===== src/rtl/ucsps_pkg.sv =====
`default_nettype none

package ucsps_pkg;

    localparam int NUM_SERVOS_DEF = 4;
    localparam int MAX_DIGITS_DEF = 3;
    localparam int ANGLE_SLOTS    = 4;
    localparam int OUT_LINES      = 4;

    localparam int IN_DATA_W  = 8;
    localparam int OUT_USED_W = 21;
    localparam int OUT_DATA_W = 24;

    typedef logic [7:0] char_t;
    typedef char_t [ANGLE_SLOTS-1:0] angle_array_t;

    localparam char_t PULSE_OFFSET = 8'd31;
    localparam char_t ANGLE_RESET  = 8'd64;
    localparam char_t CHAR_A       = 8'h41;
    localparam char_t CHAR_F       = 8'h46;
    localparam char_t CHAR_SEMI    = 8'h3B;
    localparam char_t CHAR_PLUS    = 8'h2B;
    localparam char_t CHAR_MINUS   = 8'h2D;
    localparam char_t CHAR_ZERO    = 8'h30;
    localparam char_t CHAR_NINE    = 8'h39;
    localparam char_t CHAR_SPACE   = 8'h20;
    localparam char_t CHAR_TAB     = 8'h09;
    localparam char_t CHAR_CR      = 8'h0D;

    localparam logic OP_TICK = 1'b0;

    // Command letters in the order of their codes.
    typedef enum logic [2:0] {
        LET_A,
        LET_B,
        LET_C,
        LET_D,
        LET_E,
        LET_F
    } letter_t;

    typedef enum logic [1:0] {
        SCAN_BLANK,
        SCAN_DIGITS,
        SCAN_DONE
    } scan_t;

    typedef struct packed {
        char_t duty_a;
        char_t duty_b;
        logic  done;
    } cmd_status_t;

endpackage

`default_nettype wire


===== src/rtl/uart_commanded_servo_pulse_sequencer_core.sv =====
// Path: an accepted item is held in the input register, then its result in the
// result register, which drives m_tdata.
// Throughput: one item per cycle while m_tready does not stall the output.
// Reset: synchronous on aresetn low; both stages empty, counters, slot and lines
// cleared, duties zero, all servo angles 64, no pending command.
`default_nettype none

module uart_commanded_servo_pulse_sequencer_core #(
    parameter int NUM_SERVOS = ucsps_pkg::NUM_SERVOS_DEF,
    parameter int MAX_DIGITS = ucsps_pkg::MAX_DIGITS_DEF
) (
    input  wire logic                             aclk,
    input  wire logic                             aresetn,
    input  wire logic                             s_tvalid,
    output logic                                  s_tready,
    // [7:0] rx_byte
    input  wire logic [ucsps_pkg::IN_DATA_W-1:0]  s_tdata,
    // [0] opcode
    input  wire logic                             s_tuser,
    output logic                                  m_tvalid,
    input  wire logic                             m_tready,
    // [3:0] servo_lines, [11:4] duty_a, [19:12] duty_b, [20] command_done
    output logic [ucsps_pkg::OUT_DATA_W-1:0]      m_tdata
);
    import ucsps_pkg::*;

    logic                   in_valid_reg, in_valid_next;
    logic                   in_op_reg;
    char_t                  in_byte_reg;
    logic                   out_valid_reg, out_valid_next;
    logic [OUT_DATA_W-1:0]  out_data_reg;

    logic                   advance;
    logic                   s_fire;
    logic                   tick_en;
    logic                   byte_en;
    logic [NUM_SERVOS-1:0]  lines_next;
    logic [OUT_LINES-1:0]   lines_out;
    angle_array_t           angles;
    cmd_status_t            status_next;

    assign advance  = in_valid_reg && (!out_valid_reg || m_tready);
    assign s_tready = !in_valid_reg || advance;
    assign s_fire   = s_tvalid && s_tready;
    assign tick_en  = advance && (in_op_reg == OP_TICK);
    assign byte_en  = advance && (in_op_reg != OP_TICK);

    ucsps_pulse_gen #(
        .NUM_SERVOS (NUM_SERVOS)
    ) u_pulse_gen (
        .aclk       (aclk),
        .aresetn    (aresetn),
        .tick_en    (tick_en),
        .angles     (angles),
        .lines_next (lines_next)
    );

    ucsps_cmd_parser #(
        .NUM_SERVOS (NUM_SERVOS),
        .MAX_DIGITS (MAX_DIGITS)
    ) u_cmd_parser (
        .aclk        (aclk),
        .aresetn     (aresetn),
        .byte_en     (byte_en),
        .rx_byte     (in_byte_reg),
        .angles      (angles),
        .status_next (status_next)
    );

    // Only the first four lines are visible; missing lines read low.
    for (genvar k = 0; k < OUT_LINES; k++) begin : g_lines
        if (k < NUM_SERVOS) begin : g_used
            assign lines_out[k] = lines_next[k];
        end else begin : g_unused
            assign lines_out[k] = 1'b0;
        end
    end

    always_comb begin
        in_valid_next = in_valid_reg;
        if (s_fire) begin
            in_valid_next = 1'b1;
        end else if (advance) begin
            in_valid_next = 1'b0;
        end
        out_valid_next = out_valid_reg;
        if (advance) begin
            out_valid_next = 1'b1;
        end else if (m_tready) begin
            out_valid_next = 1'b0;
        end
    end

    always_ff @(posedge aclk) begin
        if (!aresetn) begin
            in_valid_reg  <= 1'b0;
            out_valid_reg <= 1'b0;
        end else begin
            in_valid_reg  <= in_valid_next;
            out_valid_reg <= out_valid_next;
        end
    end

    always_ff @(posedge aclk) begin
        if (s_fire) begin
            in_op_reg   <= s_tuser;
            in_byte_reg <= s_tdata[7:0];
        end
        if (advance) begin
            out_data_reg <= {{(OUT_DATA_W - OUT_USED_W){1'b0}}, status_next.done,
                             status_next.duty_b, status_next.duty_a, lines_out};
        end
    end

    assign m_tvalid = out_valid_reg;
    assign m_tdata  = out_data_reg;

endmodule

`default_nettype wire


===== src/rtl/ucsps_pulse_gen.sv =====
`default_nettype none

module ucsps_pulse_gen #(
    parameter int NUM_SERVOS = ucsps_pkg::NUM_SERVOS_DEF
) (
    input  wire logic                    aclk,
    input  wire logic                    aresetn,
    input  wire logic                    tick_en,
    input  wire ucsps_pkg::angle_array_t angles,
    output logic [NUM_SERVOS-1:0]        lines_next
);
    import ucsps_pkg::*;

    localparam int SLOT_W = $clog2(NUM_SERVOS + 1);

    char_t                  counter_reg, counter_next;
    logic [SLOT_W-1:0]      slot_reg, slot_next;
    logic [NUM_SERVOS-1:0]  line_reg;
    char_t                  counter_inc;
    char_t                  angle_sel;

    always_comb begin
        angle_sel = '0;
        for (int k = 0; k < ANGLE_SLOTS; k++) begin
            if (int'(slot_reg) == k) begin
                angle_sel = angles[k];
            end
        end
    end

    always_comb begin
        counter_inc  = counter_reg + 8'd1;
        counter_next = counter_reg;
        slot_next    = slot_reg;
        lines_next   = line_reg;
        if (tick_en) begin
            counter_next = counter_inc;
            // A wrap of the counter opens the next slot, or after the last slot drops all lines and restarts the frame.
            if (counter_inc == '0) begin
                if (slot_reg < SLOT_W'(NUM_SERVOS)) begin
                    lines_next   = NUM_SERVOS'(1) << slot_reg;
                    counter_next = 8'd0 - (angle_sel + PULSE_OFFSET);
                    slot_next    = slot_reg + SLOT_W'(1);
                end else begin
                    lines_next   = '0;
                    counter_next = '0;
                    slot_next    = '0;
                end
            end
        end
    end

    always_ff @(posedge aclk) begin
        if (!aresetn) begin
            counter_reg <= '0;
            slot_reg    <= '0;
            line_reg    <= '0;
        end else begin
            counter_reg <= counter_next;
            slot_reg    <= slot_next;
            line_reg    <= lines_next;
        end
    end

endmodule

`default_nettype wire


===== src/rtl/ucsps_cmd_parser.sv =====
`default_nettype none

module ucsps_cmd_parser #(
    parameter int NUM_SERVOS = ucsps_pkg::NUM_SERVOS_DEF,
    parameter int MAX_DIGITS = ucsps_pkg::MAX_DIGITS_DEF
) (
    input  wire logic                    aclk,
    input  wire logic                    aresetn,
    input  wire logic                    byte_en,
    input  wire ucsps_pkg::char_t        rx_byte,
    output ucsps_pkg::angle_array_t      angles,
    output ucsps_pkg::cmd_status_t       status_next
);
    import ucsps_pkg::*;

    localparam int CNT_W = $clog2(MAX_DIGITS + 1);

    angle_array_t       angle_reg, angle_next;
    char_t              duty_a_reg, duty_a_next;
    char_t              duty_b_reg, duty_b_next;
    letter_t            letter_reg, letter_next;
    logic               have_letter_reg, have_letter_next;
    logic [CNT_W-1:0]   count_reg, count_next;
    char_t              digit_reg [MAX_DIGITS];
    logic               store_en;
    logic               done;

    char_t              acc;
    logic               neg;
    scan_t              phase;
    char_t              cmd_value;
    logic               is_letter;

    function automatic logic is_blank(input char_t c);
        return (c == CHAR_SPACE) || (c >= CHAR_TAB && c <= CHAR_CR);
    endfunction

    function automatic logic is_digit(input char_t c);
        return (c >= CHAR_ZERO) && (c <= CHAR_NINE);
    endfunction

    // Text to number: blanks, an optional sign, then decimal digits, mod 256.
    always_comb begin
        acc   = '0;
        neg   = 1'b0;
        phase = SCAN_BLANK;
        for (int i = 0; i < MAX_DIGITS; i++) begin
            if (CNT_W'(i) < count_reg) begin
                case (phase)
                    SCAN_BLANK: begin
                        if (is_blank(digit_reg[i])) begin
                            phase = SCAN_BLANK;
                        end else if (digit_reg[i] == CHAR_PLUS ||
                                     digit_reg[i] == CHAR_MINUS) begin
                            neg   = (digit_reg[i] == CHAR_MINUS);
                            phase = SCAN_DIGITS;
                        end else if (is_digit(digit_reg[i])) begin
                            acc   = {acc[4:0], 3'b000} + {acc[6:0], 1'b0}
                                    + (digit_reg[i] - CHAR_ZERO);
                            phase = SCAN_DIGITS;
                        end else begin
                            phase = SCAN_DONE;
                        end
                    end
                    SCAN_DIGITS: begin
                        if (is_digit(digit_reg[i])) begin
                            acc = {acc[4:0], 3'b000} + {acc[6:0], 1'b0}
                                  + (digit_reg[i] - CHAR_ZERO);
                        end else begin
                            phase = SCAN_DONE;
                        end
                    end
                    default: begin
                        phase = SCAN_DONE;
                    end
                endcase
            end
        end
        cmd_value = neg ? (8'd0 - acc) : acc;
    end

    always_comb begin
        is_letter        = (rx_byte >= CHAR_A) && (rx_byte <= CHAR_F);
        angle_next       = angle_reg;
        duty_a_next      = duty_a_reg;
        duty_b_next      = duty_b_reg;
        letter_next      = letter_reg;
        have_letter_next = have_letter_reg;
        count_next       = count_reg;
        store_en         = 1'b0;
        done             = 1'b0;
        if (byte_en) begin
            if (is_letter) begin
                // A new letter replaces the pending one but keeps the digits.
                letter_next      = letter_t'(3'(rx_byte - CHAR_A));
                have_letter_next = 1'b1;
            end else if (have_letter_reg) begin
                if (rx_byte != CHAR_SEMI && count_reg < CNT_W'(MAX_DIGITS)) begin
                    store_en   = 1'b1;
                    count_next = count_reg + CNT_W'(1);
                end else begin
                    done             = 1'b1;
                    count_next       = '0;
                    have_letter_next = 1'b0;
                    unique case (letter_reg)
                        LET_A: begin
                            if (NUM_SERVOS > 0) angle_next[0] = cmd_value;
                        end
                        LET_B: begin
                            if (NUM_SERVOS > 1) angle_next[1] = cmd_value;
                        end
                        LET_C: begin
                            duty_a_next = cmd_value + PULSE_OFFSET;
                        end
                        LET_D: begin
                            duty_b_next = cmd_value + PULSE_OFFSET;
                        end
                        LET_E: begin
                            if (NUM_SERVOS > 2) angle_next[2] = cmd_value;
                        end
                        LET_F: begin
                            if (NUM_SERVOS > 3) angle_next[3] = cmd_value;
                        end
                        default: begin
                        end
                    endcase
                end
            end
        end
    end

    assign angles             = angle_reg;
    assign status_next.duty_a = duty_a_next;
    assign status_next.duty_b = duty_b_next;
    assign status_next.done   = done;

    always_ff @(posedge aclk) begin
        if (!aresetn) begin
            angle_reg       <= {ANGLE_SLOTS{ANGLE_RESET}};
            duty_a_reg      <= '0;
            duty_b_reg      <= '0;
            letter_reg      <= LET_A;
            have_letter_reg <= 1'b0;
            count_reg       <= '0;
        end else begin
            angle_reg       <= angle_next;
            duty_a_reg      <= duty_a_next;
            duty_b_reg      <= duty_b_next;
            letter_reg      <= letter_next;
            have_letter_reg <= have_letter_next;
            count_reg       <= count_next;
        end
    end

    always_ff @(posedge aclk) begin
        for (int i = 0; i < MAX_DIGITS; i++) begin
            if (store_en && count_reg == CNT_W'(i)) begin
                digit_reg[i] <= rx_byte;
            end
        end
    end

endmodule

`default_nettype wire


===== config.mk =====
export PLATFORM = sky130hd
export DESIGN_NAME = uart_commanded_servo_pulse_sequencer_core
export DESIGN_NICKNAME = d
export VERILOG_FILES = /design/src/rtl/ucsps_pkg.sv /design/src/rtl/uart_commanded_servo_pulse_sequencer_core.sv /design/src/rtl/ucsps_pulse_gen.sv /design/src/rtl/ucsps_cmd_parser.sv
export SDC_FILE = /design/constraint.sdc
export NUM_CORES = 1
export LEC_CHECK = 0
export ABC_CLOCK_PERIOD_IN_PS = 7700
export BUFFER_PORTS_ARGS = -buffer_cell sky130_fd_sc_hd__buf_2
export CORE_MARGIN = 2
export CORE_UTILIZATION = 50
export CTS_BUF_LIST = sky130_fd_sc_hd__clkbuf_4 sky130_fd_sc_hd__clkbuf_8
export DETAILED_ROUTE_END_ITERATION = 8
export PLACE_DENSITY = 0.7
export SLEW_MARGIN = 20
export SYNTH_ARGS = -nofsm -noshare
export SYNTH_HDL_FRONTEND = slang
export SYNTH_SLANG_ARGS = --single-unit

===== constraint.sdc =====
create_clock -name aclk -period 7.7 [get_ports aclk]
set_input_delay 1.925 -clock aclk [delete_from_list [all_inputs] [get_ports aclk]]
set_output_delay 1.925 -clock aclk [all_outputs]
set_load 0.05 [all_outputs]

**After elaboration in Yosys (flattened, before gate mapping)**

Memories as Yosys holds them, arrays and structs flattened.
Cells that the tools add are included.

- $add $sub $neg: 15
- Magnitude comparators: 19
- Equal/unequal tests: 22
- Shift-type cells: 1
- Multiplexer cells: 79
- Bitwise operators: 5
- Reductions and logical operators: 43

Operators by type and width:

| cell | count |
|---|---|
| 2-to-1 mux 8 bit | 31 |
| equality test 8 x 6 -> 1 bit, second input constant | 9 |
| adder 8 bit | 4 |
| case mux 8 bit (2 select lines) | 2 |
| 2-to-1 mux 1 bit | 29 |
| greater-or-equal comparator 8 x 4 -> 1 bit, second input constant | 3 |
| greater-or-equal comparator 8 x 6 -> 1 bit, second input constant | 3 |
| <= comparator 8 x 4 -> 1 bit, second input constant | 3 |
| <= comparator 8 x 6 -> 1 bit, second input constant | 3 |
| 2-to-1 mux 2 bit | 12 |
| subtractor 8 x 6 -> 8 bit, second input constant | 3 |
| AND reduction 5 bit | 4 |
| adder 8 x 5 -> 8 bit, second input constant | 2 |
| OR reduction 8 bit | 2 |
| subtractor 1 x 8 -> 8 bit, first input constant | 2 |
| logical AND 1 bit | 15 |
| equality test 3 bit, second input constant | 4 |
| 2-to-1 mux 4 bit | 3 |
| equality test 3 x 2 -> 1 bit, second input constant | 3 |
| adder 8 x 1 -> 8 bit, second input constant | 1 |
| greater-or-equal comparator 8 x 7 -> 1 bit, second input constant | 1 |
| <= comparator 8 x 7 -> 1 bit, second input constant | 1 |
| zero test 8 bit | 1 |
| logical OR 1 bit | 8 |
| 22 further kinds | 35 |

- Register bits: 101
- Bits in writable memories: 24
- Input port bits: 13
- Output and inout port bits: 26
- Logic and storage cells: 203
- Memories: 1

Memory list:

| memory | depth | bits a word | rd ports | clocked after memory_dff | write ports | RTL line | source |
|---|---|---|---|---|---|---|---|
| u_cmd_parser.digit_reg | 3 | 8 | 3 | 0 | 1 | ucsps_cmd_parser.sv:24 | `char_t digit_reg [MAX_DIGITS];` |

**Logic depth before layout (Yosys ltp)**

An unclocked memory read counts as a cell.

- Word-level depth: 29
- Depth in mapped cells: 28
- Depth with buffers taken out: 27

**Hierarchy**

From an unflattened synthesis, not the netlist that was laid out.

- Cells, all modules: 752
- Area, all modules: 7,568.5 um^2

By module, submodules not included:

| module | times used | cells an instance | area each (um^2) |
|---|---|---|---|
| ucsps_cmd_parser | 1 | 529 | 5,034.8 |
| ucsps_pulse_gen | 1 | 177 | 1,480.2 |
| uart_commanded_servo_pulse_sequencer_core | 1 | 46 | 1,053.5 |

**Worst setup path before layout**

Ideal clock, no wire load.

- Path type: register to register
- From: memory u_cmd_parser.digit_reg[0][1] (netlist bit)
- To: register out_data_reg[11], in the netlist m_tdata[11], data pin
- Arrival time: 6.266 ns
- Slack: 1.282 ns
- Cell stages (with the launch flop): 25
- Cells stage by stage: edfxtp_1 > or3_1 > and4_4 > nor4_1 > buf_2 > nand2_1 > fa_1 > inv_1 > ha_1 > ha_1 > fa_1 > a32oi_1 > fa_1 > inv_1 > ha_1 > ha_1 > a21o_1 > a21oi_1 > xnor2_1 > xnor2_1 > xnor2_1 > a21oi_1 > xor2_1 > or4_4 > a31oi_1

RTL lines:

| what | RTL line | source |
|---|---|---|
| start, declared | ucsps_cmd_parser.sv:24 |  |
| end signal, assigned | uart_commanded_servo_pulse_sequencer_core.sv:110 | `out_data_reg <= {{(OUT_DATA_W - OUT_USED_W){1'b0}}, status_next.done,` |
| end, declared | uart_commanded_servo_pulse_sequencer_core.sv:31 | `logic [OUT_DATA_W-1:0] out_data_reg;` |

==> summary.txt <==
Logic synthesis
  – Synth Instances: between 700 and 800
  – Post-synthesis mux area share: approximately 1.4%
  – Post-synth EDFFs: 54
  – Yosys top cell by area: edfxtp_1
  – Post-Synth Simple-Gate Area: 20.00%
  – Synth top area cells: edfxtp_1, dfxtp_1, ha_1
  – Ys Warns: 0
  – Post-Synthesis Cell Area: 7032 um^2
  – Xor and xnor area share after synthesis: 3.843%
  – Flops & latches, synth: 125
  – FFs w/ async S/R, synth: 0%
  – Mapped Avg Cell Area: ~9.5 um^2
  – Yosys cell types: 71
  – Compound-Gate Fraction of Synth Area: 16.51%
  – Ys flop type: dfxtp_1
  – Post-synth top area share: around 23%
  – Register area share after synthesis: 43.27%
  – Post-synthesis adder-cell area fraction: 10.32%
  – Largest family of logic cells by synthesized area: simple AND/OR/NAND/NOR gates

Clocking
  – CTS-repair resized insts: 0
  – H-tree lvl count: 4
  – CTS sink cnt: 125
  – Clk Latency, worst-skew pair: 440 ps
  – Clock buffer depth: 2
  – TritonCTS clock tree: yes
  – CTS buffer count: 17
  – Clock transition at path regs: ~70 ps
  – Hold Buf Count CTS: 0
  – Clk root buf: clkbuf_8
  – Post-CTS Setup Bufs: 0

Drt
  – WL met3: 633 um
  – Initial drt markers: 394
  – Top Metal Used: met4
  – Routed vias/inst: 5.695
  – Final WL: 15520 um
  – DR WL met2: 7103 um
  – M1 WL: around 7500 um
  – DRT Pass-1 Iters: 5
  – DRT antenna net count: 0
  – Post-route DRC: 0
  – Routed WL per cell: 16.20 um
  – Via Count: 5456

Critical path
  – Family with the most delay on the worst path: adder cells
  – Crit path buf inv count: 4
  – CP Capture Type: flip-flop
  – WS Path Type: flip-flop to flip-flop
  – CP max stage cell: fa_1
  – Cell repeated most along the worst path: ha_1
  – R2r startpoint: u_cmd_parser.digit_reg[0][1]
  – Maximum fanout along the worst path: 12
  – Reg2reg setup slack: slightly above 600 ps
  – Startpoint types: flip-flop
  – Worst r2r path cells: 25
  – Worst r2r dst: m_tdata[11]
  – Critical path's largest stage delay: 550 ps
  – CP arrival: ~7400 ps
  – Required @ worst endpoint: 8000 ps

Place
  – Dpl hpwl: roughly 11000 um
  – Gpl congestion: about 0.88
  – Dpl cells: 926
  – Port Buffers: 35

Worst hold path
  – Cells on Worst Hold Path: 2
  – Worst Hold End: u_cmd_parser.duty_b_reg[5]
  – Hold Path Origin: u_cmd_parser.duty_b_reg[5]
  – HP Class: flip-flop to flip-flop

Global routing
  – Initial antenna violation count: 0
  – First-pass GRT wire length: around 25000 um
  – Grt ovf: 0
  – GRT Resource Usage Total: between 20% and 30%
  – Largest net degree at the start of global routing: 74
  – Number of global-route vias before repair: 5119

Timing
  – Final Hold Vio Count: 0
  – Endpoints failing setup: 0
  – Unrepaired setup endpoints after global routing: no
  – Final worst path period need: 7078 ps
  – Fmax: 141.3 MHz
  – Setup TNS: 0 ps
  – Worst-margin pin slew: approximately 1000 ps
  – Skew final: 9.120 ps
  – Slew margin rel.: roughly a third
  – Period utilization: 91.93%
  – Max-slew violation count: 0

Layout
  – Fin nets: 830
  – Fraction of layout cells with a size suffix above 1: 11.70%
  – FF+latch area: 3043 um^2
  – Footprint of the multi-input gates: 3677 um^2
  – # diodes: 0
  – Fillers: 1207
  – Area growth syn-to-layout: 9.377%
  – Fin cells: 958
  – Max FFs per register: 32

Power
  – Max VDD drop: between 0.0001 and 0.00015 V
  – Leakage: between 3 and 4 nW
  – PD cells: about 160 nW/um^2

Die
  – Row cnt: between 40 and 50
  – Width of the die: 122.6 um
  – I/O Pins: 39
  – Initial Util: 50.86%
  – Core Area: 13830 um^2
  – Die height: 122.6 um
  – Total die area: ~15000 um^2

Job
  – MaxCap Viol Count: 0

Run status
  – Status: completed
[kinds of logic (layout without fill, tap and decap cells)]
logic type | count (synthesis) | in the layout
AND/OR/NAND/NOR | 275 | 275
AO/OA/AOI/OAI | 164 | 164
flip-flops | 125 | 125
buffers and inverters | 81 | 120
adder cells (fa/ha/maj) | 52 | 52
XOR/XNOR | 30 | 30
multiplexers | 9 | 9
other | 1 | 3
[where the power goes]
part	internal (mW)	switching [mW]	total (mW)
sequential	0.698	0.00690	0.705
combinational	0.0107	0.0335	0.0442
clock	0.252	0.265	0.517
[per-layer routing]
| metal | GRT usage [%] | vias to the layer above |
|---|---|---|
| li1 | - | 2675 |
| met1 | 29.74 | 2636 |
| met2 | 33.78 | 121 |
| met3 | 4.972 | 24 |
| met4 | 7.759 | 0 |
| met5 | 0 | - |
[cell usage after synthesis, types with 4 or more instances]
cell type / number
a21boi_0: 8
dfxtp_1: 71
xnor2_1: 15
edfxtp_1: 54
clkbuf_1: 23
nor3_1: 15
mux2i_1: 5
a21oi_1: 34
nor4b_1: 4
a211oi_1: 4
nand4_1: 4
o211a_1: 19
o21ai_0: 31
mux2_2: 4
a31oi_1: 9
a32oi_1: 5
nand3_1: 16
nor2_1: 44
o21a_1: 5
o31ai_1: 6
nand2_1: 94
and3_1: 10
nor4_1: 6
inv_1: 50
or3_1: 6
ha_1: 42
nor2b_1: 17
o21ai_1: 5
xor2_1: 14
o211ai_1: 12
nand2b_1: 5
a21o_1: 5
nand3b_1: 4
and2_1: 29
fa_1: 10
nor3b_1: 7
[worst min-delay path, cell delays in order (launching register included)]
cell and delay (ps):
dfxtp_1 320, nand3_1 60, o21ai_1 50
[area by class of cell]
cell class	instances	area share, %
clock buffer	17	3.042
clock inverter	15	1.611
inverter	50	2.440
multi-input combinational	533	47.81
sequential	125	39.56
tap	180	2.928
timing repair buffer	38	2.603
[through the flow]
step	worst slack (ps)	util [%]	hold WS (ps)	total power [mW]	instance area, um^2
final	621.6	55.62	469.6	1.266	7691
after CTS	735.2	55.57	471.3	1.277	7684
after detailed placement	757.2	52.98	461.1	0.7649	7326
after global placement	940.6	52.98	451.5	0.7637	7326
after floorplan	1282	-	437.1	0.7523	7039
after global routing	289.8	55.62	491.5	1.309	7691
[cell usage in the layout, fill, tap and decap left out, types with 29 or more instances in the layout]
master | netlist | layout
nor2_1 | 44 | 44
and2_1 | 29 | 29
a21oi_1 | 34 | 34
inv_1 | 50 | 50
nand2_1 | 94 | 94
o21ai_0 | 31 | 31
ha_1 | 42 | 42
edfxtp_1 | 54 | 54
buf_2 | 3 | 34
dfxtp_1 | 71 | 71
[how the worst max path moves through the flow]
stage	endpoint	cells after the start	from	slack, ps
final	m_tdata[11]	25	u_cmd_parser.digit_reg[0][1]	620
after global routing	m_tdata[11]	25	u_cmd_parser.digit_reg[0][1]	290
after CTS	m_tdata[11]	25	u_cmd_parser.digit_reg[0][1]	740
after detailed placement	m_tdata[19]	25	u_cmd_parser.digit_reg[0][1]	760
after global placement	m_tdata[11]	25	u_cmd_parser.digit_reg[0][1]	940
after floorplan	m_tdata[11]	24	u_cmd_parser.digit_reg[0][1]	1280
Note: power is estimated with default switching activity, not from simulation.
